`config.mk`:
```
export PLATFORM = sky130hd
export DESIGN_NAME = periodic_timer_bank
export DESIGN_NICKNAME = d
export VERILOG_FILES = /design/src/hw/rtl/ptb_pkg.sv /design/src/hw/rtl/periodic_timer_bank.sv
export SDC_FILE = /design/constraint.sdc
export NUM_CORES = 1
export LEC_CHECK = 0
export BUFFER_PORTS_ARGS = -buffer_cell sky130_fd_sc_hd__buf_4
export CAP_MARGIN = 20
export CORE_UTILIZATION = 50
export DETAILED_ROUTE_END_ITERATION = 10
export GPL_TIMING_DRIVEN = 0
export PLACE_DENSITY = 0.66
export SETUP_SLACK_MARGIN = 0.15
export SYNTH_ARGS = -nofsm -noshare
export SYNTH_HDL_FRONTEND = slang
export SYNTH_SLANG_ARGS = --single-unit
```
`constraint.sdc`:
```
create_clock -name clk -period 11.6 [get_ports clk]
set_input_delay 1.16 -clock clk [delete_from_list [all_inputs] [get_ports clk]]
set_output_delay 1.16 -clock clk [all_outputs]
set_load 0.05 [all_outputs]
```
`src/hw/rtl/ptb_pkg.sv`:
```
// shared constants and codes for the periodic timer bank
package ptb_pkg;

    localparam int NUM_SLOTS  = 16;
    localparam int DELAY_BITS = 24;
    localparam int SLOT_W     = (NUM_SLOTS > 1) ? $clog2(NUM_SLOTS) : 1;

    localparam logic [15:0] RUNS_FOREVER = 16'hFFFF;

    localparam logic [1:0] REQ_TICK     = 2'd0;
    localparam logic [1:0] REQ_ALLOC    = 2'd1;
    localparam logic [1:0] REQ_SCHEDULE = 2'd2;
    localparam logic [1:0] REQ_CANCEL   = 2'd3;

    localparam logic [1:0] RES_FIRED = 2'd0;
    localparam logic [1:0] RES_ALLOC = 2'd1;
    localparam logic [1:0] RES_FULL  = 2'd2;

    localparam logic [2:0] ST_IDLE   = 3'd0;
    localparam logic [2:0] ST_TICK   = 3'd1;
    localparam logic [2:0] ST_FLUSH  = 3'd2;
    localparam logic [2:0] ST_ALLOC  = 3'd3;
    localparam logic [2:0] ST_CANCEL = 3'd4;

endpackage

```
`src/hw/rtl/periodic_timer_bank.sv`:
```
// periodic timer bank: slot table, scan sequencer and result register
//
// Request channel (req_valid/req_ready) takes one word per request: tick,
// allocate, schedule or cancel. Result channel (res_valid/res_ready) gives
// result words; last_out marks the final word caused by a request.
// A tick walks all slots through one shared decrement/compare unit, one slot
// per cycle while the scan is not waiting on a stalled receiver, and then
// hands over the final firing, if any; it gives one word per firing slot, in
// slot order, or none.
// A cancel also walks the slots and gives no word. A schedule is written to
// the table as it is taken and gives no word. An allocate waits in the ALLOC
// state until the result register is free, then gives one word from that
// register: the slot, or table full.
// req_ready is high only while the sequencer is idle.
// Each firing is held in a pending register until the next firing or the end
// of the scan shows whether it is the last; when the receiver stalls with the
// result register full, the scan waits on the slot that fired.
// Reset empties the table: no slot allocated, none running.
module periodic_timer_bank
(
    input  logic               clk,
    input  logic               rst_n,
    input  logic               req_valid,
    output logic               req_ready,
    input  logic [1:0]         req_type,
    input  logic [3:0]         slot_sel,
    input  logic [9:0]         owner_id,
    input  logic [23:0]        delay_ticks,
    input  logic signed [15:0] repeat_count,
    output logic               res_valid,
    input  logic               res_ready,
    output logic [1:0]         result_kind,
    output logic [3:0]         slot_out,
    output logic [9:0]         owner_out,
    output logic               last_out
);

    localparam int NS = ptb_pkg::NUM_SLOTS;
    localparam int SW = ptb_pkg::SLOT_W;
    localparam int DB = ptb_pkg::DELAY_BITS;

    logic [2:0]    state_reg, state_next;
    logic [SW-1:0] idx_reg, idx_next;
    logic [9:0]    req_owner_reg, req_owner_next;
    logic          pend_valid_reg, pend_valid_next;
    logic [SW-1:0] pend_slot_reg, pend_slot_next;
    logic [9:0]    pend_owner_reg, pend_owner_next;

    logic [NS-1:0] used_reg, used_next;
    logic [NS-1:0] running_reg, running_next;

    logic [DB-1:0] ticks_reg  [NS];
    logic [DB-1:0] reload_reg [NS];
    logic [15:0]   runs_reg   [NS];
    logic [9:0]    owner_reg  [NS];

    logic          res_valid_reg;
    logic [1:0]    result_kind_reg;
    logic [3:0]    slot_out_reg;
    logic [9:0]    owner_out_reg;
    logic          last_out_reg;

    // table write port
    logic          wr_cnt, wr_reload, wr_own;
    logic [SW-1:0] wr_addr;
    logic [DB-1:0] wr_ticks, wr_reload_val;
    logic [15:0]   wr_runs;
    logic [9:0]    wr_owner;

    // result emit
    logic          emit;
    logic [1:0]    emit_kind;
    logic [SW-1:0] emit_slot;
    logic [9:0]    emit_owner;
    logic          emit_last;

    logic          can_emit;
    logic          cur_active, cur_fire, at_end;
    logic [DB-1:0] cur_ticks;
    logic [15:0]   cur_runs, runs_dec;
    logic          free_found;
    logic [SW-1:0] free_idx;
    logic          req_fire;
    logic [SW-1:0] sel_idx;
    logic          sel_ok;

    assign req_ready = (state_reg == ptb_pkg::ST_IDLE);
    assign req_fire  = req_valid && req_ready;
    assign can_emit  = !res_valid_reg || res_ready;
    assign at_end    = (idx_reg == SW'(NS - 1));

    assign cur_ticks  = ticks_reg[idx_reg];
    assign cur_runs   = runs_reg[idx_reg];
    assign runs_dec   = cur_runs - 16'd1;
    assign cur_active = used_reg[idx_reg] && running_reg[idx_reg];
    assign cur_fire   = cur_active && (cur_ticks <= DB'(1));

    assign sel_idx = SW'(slot_sel);
    assign sel_ok  = (32'(slot_sel) < NS) && used_reg[sel_idx] && !running_reg[sel_idx];

    // lowest free slot
    always_comb
    begin
        free_found = 1'b0;
        free_idx   = '0;
        for (int i = NS - 1; i >= 0; i--)
        begin
            if (!used_reg[i])
            begin
                free_found = 1'b1;
                free_idx   = SW'(i);
            end
        end
    end

    always_comb
    begin
        state_next      = state_reg;
        idx_next        = idx_reg;
        req_owner_next  = req_owner_reg;
        pend_valid_next = pend_valid_reg;
        pend_slot_next  = pend_slot_reg;
        pend_owner_next = pend_owner_reg;
        used_next       = used_reg;
        running_next    = running_reg;

        wr_cnt        = 1'b0;
        wr_reload     = 1'b0;
        wr_own        = 1'b0;
        wr_addr       = idx_reg;
        wr_ticks      = '0;
        wr_reload_val = '0;
        wr_runs       = '0;
        wr_owner      = req_owner_reg;

        emit       = 1'b0;
        emit_kind  = ptb_pkg::RES_FIRED;
        emit_slot  = pend_slot_reg;
        emit_owner = pend_owner_reg;
        emit_last  = 1'b0;

        unique case (state_reg)
            ptb_pkg::ST_IDLE:
            begin
                if (req_fire)
                begin
                    req_owner_next = owner_id;
                    idx_next       = '0;
                    unique case (req_type)
                        ptb_pkg::REQ_TICK:   state_next = ptb_pkg::ST_TICK;
                        ptb_pkg::REQ_ALLOC:  state_next = ptb_pkg::ST_ALLOC;
                        ptb_pkg::REQ_CANCEL: state_next = ptb_pkg::ST_CANCEL;
                        ptb_pkg::REQ_SCHEDULE:
                        begin
                            if (sel_ok)
                            begin
                                wr_cnt        = 1'b1;
                                wr_reload     = 1'b1;
                                wr_addr       = sel_idx;
                                wr_ticks      = DB'(delay_ticks);
                                wr_reload_val = DB'(delay_ticks);
                                wr_runs       = repeat_count;
                                running_next[sel_idx] = 1'b1;
                            end
                        end
                        default: ;
                    endcase
                end
            end

            ptb_pkg::ST_TICK:
            begin
                // a new firing pushes out the pending one, so wait for room
                if (!(cur_fire && pend_valid_reg && !can_emit))
                begin
                    if (cur_active)
                    begin
                        wr_cnt = 1'b1;
                        if (cur_fire)
                        begin
                            wr_ticks = reload_reg[idx_reg];
                            wr_runs  = cur_runs;
                            if (cur_runs != ptb_pkg::RUNS_FOREVER)
                            begin
                                wr_runs = runs_dec;
                                if (runs_dec == 16'd0)
                                    running_next[idx_reg] = 1'b0;
                            end
                        end
                        else
                        begin
                            wr_ticks = cur_ticks - DB'(1);
                            wr_runs  = cur_runs;
                        end
                    end
                    if (cur_fire)
                    begin
                        emit            = pend_valid_reg;
                        pend_valid_next = 1'b1;
                        pend_slot_next  = idx_reg;
                        pend_owner_next = owner_reg[idx_reg];
                    end
                    if (at_end)
                        state_next = (cur_fire || pend_valid_reg) ? ptb_pkg::ST_FLUSH
                                                                  : ptb_pkg::ST_IDLE;
                    else
                        idx_next = idx_reg + SW'(1);
                end
            end

            ptb_pkg::ST_FLUSH:
            begin
                if (can_emit)
                begin
                    emit            = 1'b1;
                    emit_last       = 1'b1;
                    pend_valid_next = 1'b0;
                    state_next      = ptb_pkg::ST_IDLE;
                end
            end

            ptb_pkg::ST_ALLOC:
            begin
                if (can_emit)
                begin
                    emit       = 1'b1;
                    emit_last  = 1'b1;
                    emit_owner = req_owner_reg;
                    if (free_found)
                    begin
                        emit_kind = ptb_pkg::RES_ALLOC;
                        emit_slot = free_idx;
                        wr_cnt    = 1'b1;
                        wr_reload = 1'b1;
                        wr_own    = 1'b1;
                        wr_addr   = free_idx;
                        used_next[free_idx]    = 1'b1;
                        running_next[free_idx] = 1'b0;
                    end
                    else
                    begin
                        emit_kind = ptb_pkg::RES_FULL;
                        emit_slot = '0;
                    end
                    state_next = ptb_pkg::ST_IDLE;
                end
            end

            ptb_pkg::ST_CANCEL:
            begin
                if (used_reg[idx_reg] && (owner_reg[idx_reg] == req_owner_reg))
                begin
                    used_next[idx_reg]    = 1'b0;
                    running_next[idx_reg] = 1'b0;
                end
                if (at_end)
                    state_next = ptb_pkg::ST_IDLE;
                else
                    idx_next = idx_reg + SW'(1);
            end

            default: state_next = ptb_pkg::ST_IDLE;
        endcase
    end

    always_ff @(posedge clk or negedge rst_n)
    begin
        if (!rst_n)
        begin
            state_reg      <= ptb_pkg::ST_IDLE;
            idx_reg        <= '0;
            pend_valid_reg <= 1'b0;
            used_reg       <= '0;
            running_reg    <= '0;
            res_valid_reg  <= 1'b0;
        end
        else
        begin
            state_reg      <= state_next;
            idx_reg        <= idx_next;
            pend_valid_reg <= pend_valid_next;
            used_reg       <= used_next;
            running_reg    <= running_next;
            if (emit)
                res_valid_reg <= 1'b1;
            else if (res_ready)
                res_valid_reg <= 1'b0;
        end
    end

    always_ff @(posedge clk)
    begin
        req_owner_reg  <= req_owner_next;
        pend_slot_reg  <= pend_slot_next;
        pend_owner_reg <= pend_owner_next;
        if (wr_cnt)
        begin
            ticks_reg[wr_addr] <= wr_ticks;
            runs_reg[wr_addr]  <= wr_runs;
        end
        if (wr_reload)
            reload_reg[wr_addr] <= wr_reload_val;
        if (wr_own)
            owner_reg[wr_addr] <= wr_owner;
        if (emit)
        begin
            result_kind_reg <= emit_kind;
            slot_out_reg    <= 4'(emit_slot);
            owner_out_reg   <= emit_owner;
            last_out_reg    <= emit_last;
        end
    end

    assign res_valid   = res_valid_reg;
    assign result_kind = result_kind_reg;
    assign slot_out    = slot_out_reg;
    assign owner_out   = owner_out_reg;
    assign last_out    = last_out_reg;

endmodule

```
==> reports/results.ini <==
[cells_and_area]
mostFrequentLayoutCell = edfxtp_1
utilization = 0.5857
nNetsFinal = 2983
mostFrequentLayoutCells = 1225 x edfxtp_1, 335 x mux4_2, 136 x clkbuf_16
fin_cells = 4385
areaGrowthSynthToFinish_pct = 15.88
drive_above_1_share = 0.2710

[global_routing]
grt_max_degree = 42
grt-ovfl-total = 0
antenna_found_initial = 3
grt_pass1_wl_um = 205000
top_usage_layer = met2
grt_usage = 0.2830
grt_util_met3 = 0.05503
grt_pass1_vias = 28000
use_met2 = 0.4531
met1_usage = 0.3894

[yosys]
synth_edf_count = 1225
avgSynthCellArea_um2 = 19.83
synthFlopType = edfxtp_1
synth_top_area_frac = 0.7133
synthDistinctLibCells = 80
ys_ff_latch = 1266
synthArstFlopShare = 0.03239
synth_top_family_by_area = multiplexers
synth-simple-area-share = 0.04345
synth_area_leaders = edfxtp_1 71%, mux4_2 15%, dfrtp_1 2.0%
synth_fa_ha_area_frac = 0.002184
synth_xor_area_frac = 0.009341
synth_mux_area_frac = 0.1583
ys.warnings.count = 0
seq_area_frac_synth = 0.7332
syn_area_um2 = 51570
synth-compound-area-share = 0.03659
syn_inst = 2600
yosysTopAreaCell = edfxtp_1
syn_nets = 2669

[power_and_ir_drop]
power.leakage_uw = 0.01929
peakVddDrop_v = 0.0001034
p_per_area_nw_per_um2 = 206.7

[timing]
tightest_slew_ns = 1.257
finClkSkew_ns = 0.03620
rsz0062_at_grt = false
max_freq_mhz = 140.1
slew_violations = 0
slew_headroom = 0.1603
finalCriticalPeriod_ns = 7.137
min_period_over_period = 0.6152
fin_tns_setup_ns = 0
finalHoldViolCount = 0
setup_violations = 0

[critical_path]
end_kind = flop
cp_cell_sequence = buf_2 -> buf_2 -> buf_2 -> buf_1 -> clkbuf_1 -> buf_8 -> mux4_2 -> inv_1 -> ha_1 -> nor2_1 -> nor4_1 -> nand3_1 -> or3_1 -> clkbuf_1 -> buf_1 -> mux2i_1 -> o21bai_1
critPathLaunchType = flop
crit_arrival_ns = 7.49
crit_path_frequent_cell = buf_2
critPathRequiredTime_ns = 11.96
cpPeakStageDelay_ns = 0.99
slowest_stage = o21bai_1
crit_fanout = 16
path_class = reg -> reg

[floorplanning]
start_util = 0.5054
io_pins = 79
rows = 117
core_region_area_um2 = 102000
dieArea_um2 = 104400
die_x_um = 323.2
die_y_um = 323.2

[placed_design]
dp_cells = 4139
place_congestion = 0.8765
hpwl_um = 98290
io_buffer_count = 76

[clocking]
post-cts-setup-buffers = 0
cts_tree = done
clock_path_buffers = 3
numCtsBuffers = 132
cts.sinks = 1266
cts_resized = 0
hold_buffers = 0
h-tree-depth = 4
clk_pin_slew_ns = 0.06
clock_latency_ns = 0.76
cts_root_buffer = clkbuf_16

[routing]
vias_per_cell = 6.460
totalWireLength_um = 144700
vias = 28330
drc = 0
drt_iter0_drc = 3777
wl_per_cell_um = 32.99
ant_nets = 0
first_pass_iters = 6

[worst_hold_path]
hold_class = in -> async

[outcome]
outcome = finished clean

[run]
cap_violations = 0

critical path, delay by kind of cell (launching register included):
family                   cells  cell delay, ns
AO/OA/AOI/OAI                1            0.99
multiplexers                 2            0.63
AND/OR/NAND/NOR              4            1.03
adder cells (fa/ha/maj)      1            0.30
flip-flops                   1            0.45
buffers and inverters        9            3.33
power by group:
part | internal (uW) | switching [uW]
Combinational | 1110 | 1880
Sequential | 5210 | 101
Clock | 2310 | 1740
Total | 8630 | 3720
cell families (layout without fill, tap and decap cells):
family	Yosys count	in the layout
flops	1266	1266
simple gates	449	449
mux	391	391
compound gates	261	261
buf+inv	169	584
xor+xnor	55	55
fa+ha+maj	9	9
other cells	0	2
routing by layer:
layer,vias to the layer above,wire length [um],part of all wire
met5,-,0,0
met4,0,5182,0.036
met3,271,13520,0.093
met2,1676,69540,0.48
met1,14930,56440,0.39
li1,11450,-,-
path summary, 6_finish.rpt:
| kind | from | endpoint | slack, ns | cells after the start |
|---|---|---|---|---|
| min in group clk | pend_owner_reg[0] | owner_out[0] | 0.55 | 2 |
| max in group asynchronous | rst_n | idx_reg[3] | 10.74 | 1 |
| setup / recovery | idx_reg[3] | ticks_reg[11][16] | 4.46 | 17 |
| hold / removal | rst_n | used_reg[4] | 0.42 | 1 |
| hold reg to reg | pend_owner_reg[0] | owner_out[0] | 0.55 | 2 |
| setup reg to reg | idx_reg[3] | ticks_reg[11][16] | 4.46 | 17 |
area by class of cell:
cell class / count / area [um^2]
clock inverter: 65 / 564.3
multi-input combinational: 1165 / 13120
timing repair buffer: 180 / 2143
inverter: 25 / 96.34
antenna: 2 / 5.005
clock buffer: 170 / 3531
fill: 7371 / 42280
buffer: 144 / 777.0
sequential: 1266 / 37810
tap: 1368 / 1712
metrics by stage:
stage / hold slack, ns / setup slack, ns / instance area (um^2) / total power [uW]
2_1_floorplan: 0.4196 / 5.602 / 51570 / 7279
6_report: 0.4171 / 4.463 / 59760 / 12350
3_3_place_gp: 0.5241 / 1.377 / 53850 / 8237
3_5_place_dp: 0.5317 / 4.468 / 55560 / 8347
4_1_cts: 0.4001 / 4.478 / 59650 / 12360
5_1_grt: 0.4311 / 4.266 / 59760 / 12730
cell usage after synthesis (all sizes together), types with 5 or more instances:
library cell	count
a22oi	61
a31oi	11
nand2	134
and3	30
ha	9
inv	25
nand2b	19
o2bb2ai	16
clkbuf	63
a211o	7
mux2	8
a22o	9
or3	9
o21bai	5
nor3	44
a211oi	7
o22a	10
mux2i	45
nor4	15
nor2	91
o21ai	31
a21oi	42
a21o	21
buf	81
xnor2	28
and2	9
nand4	26
o31ai	10
edfxtp	1225
mux4	338
xor2	27
nand3	45
dfrtp	41
nor2b	8
No activity file was read; power rests on OpenSTA's default activity.
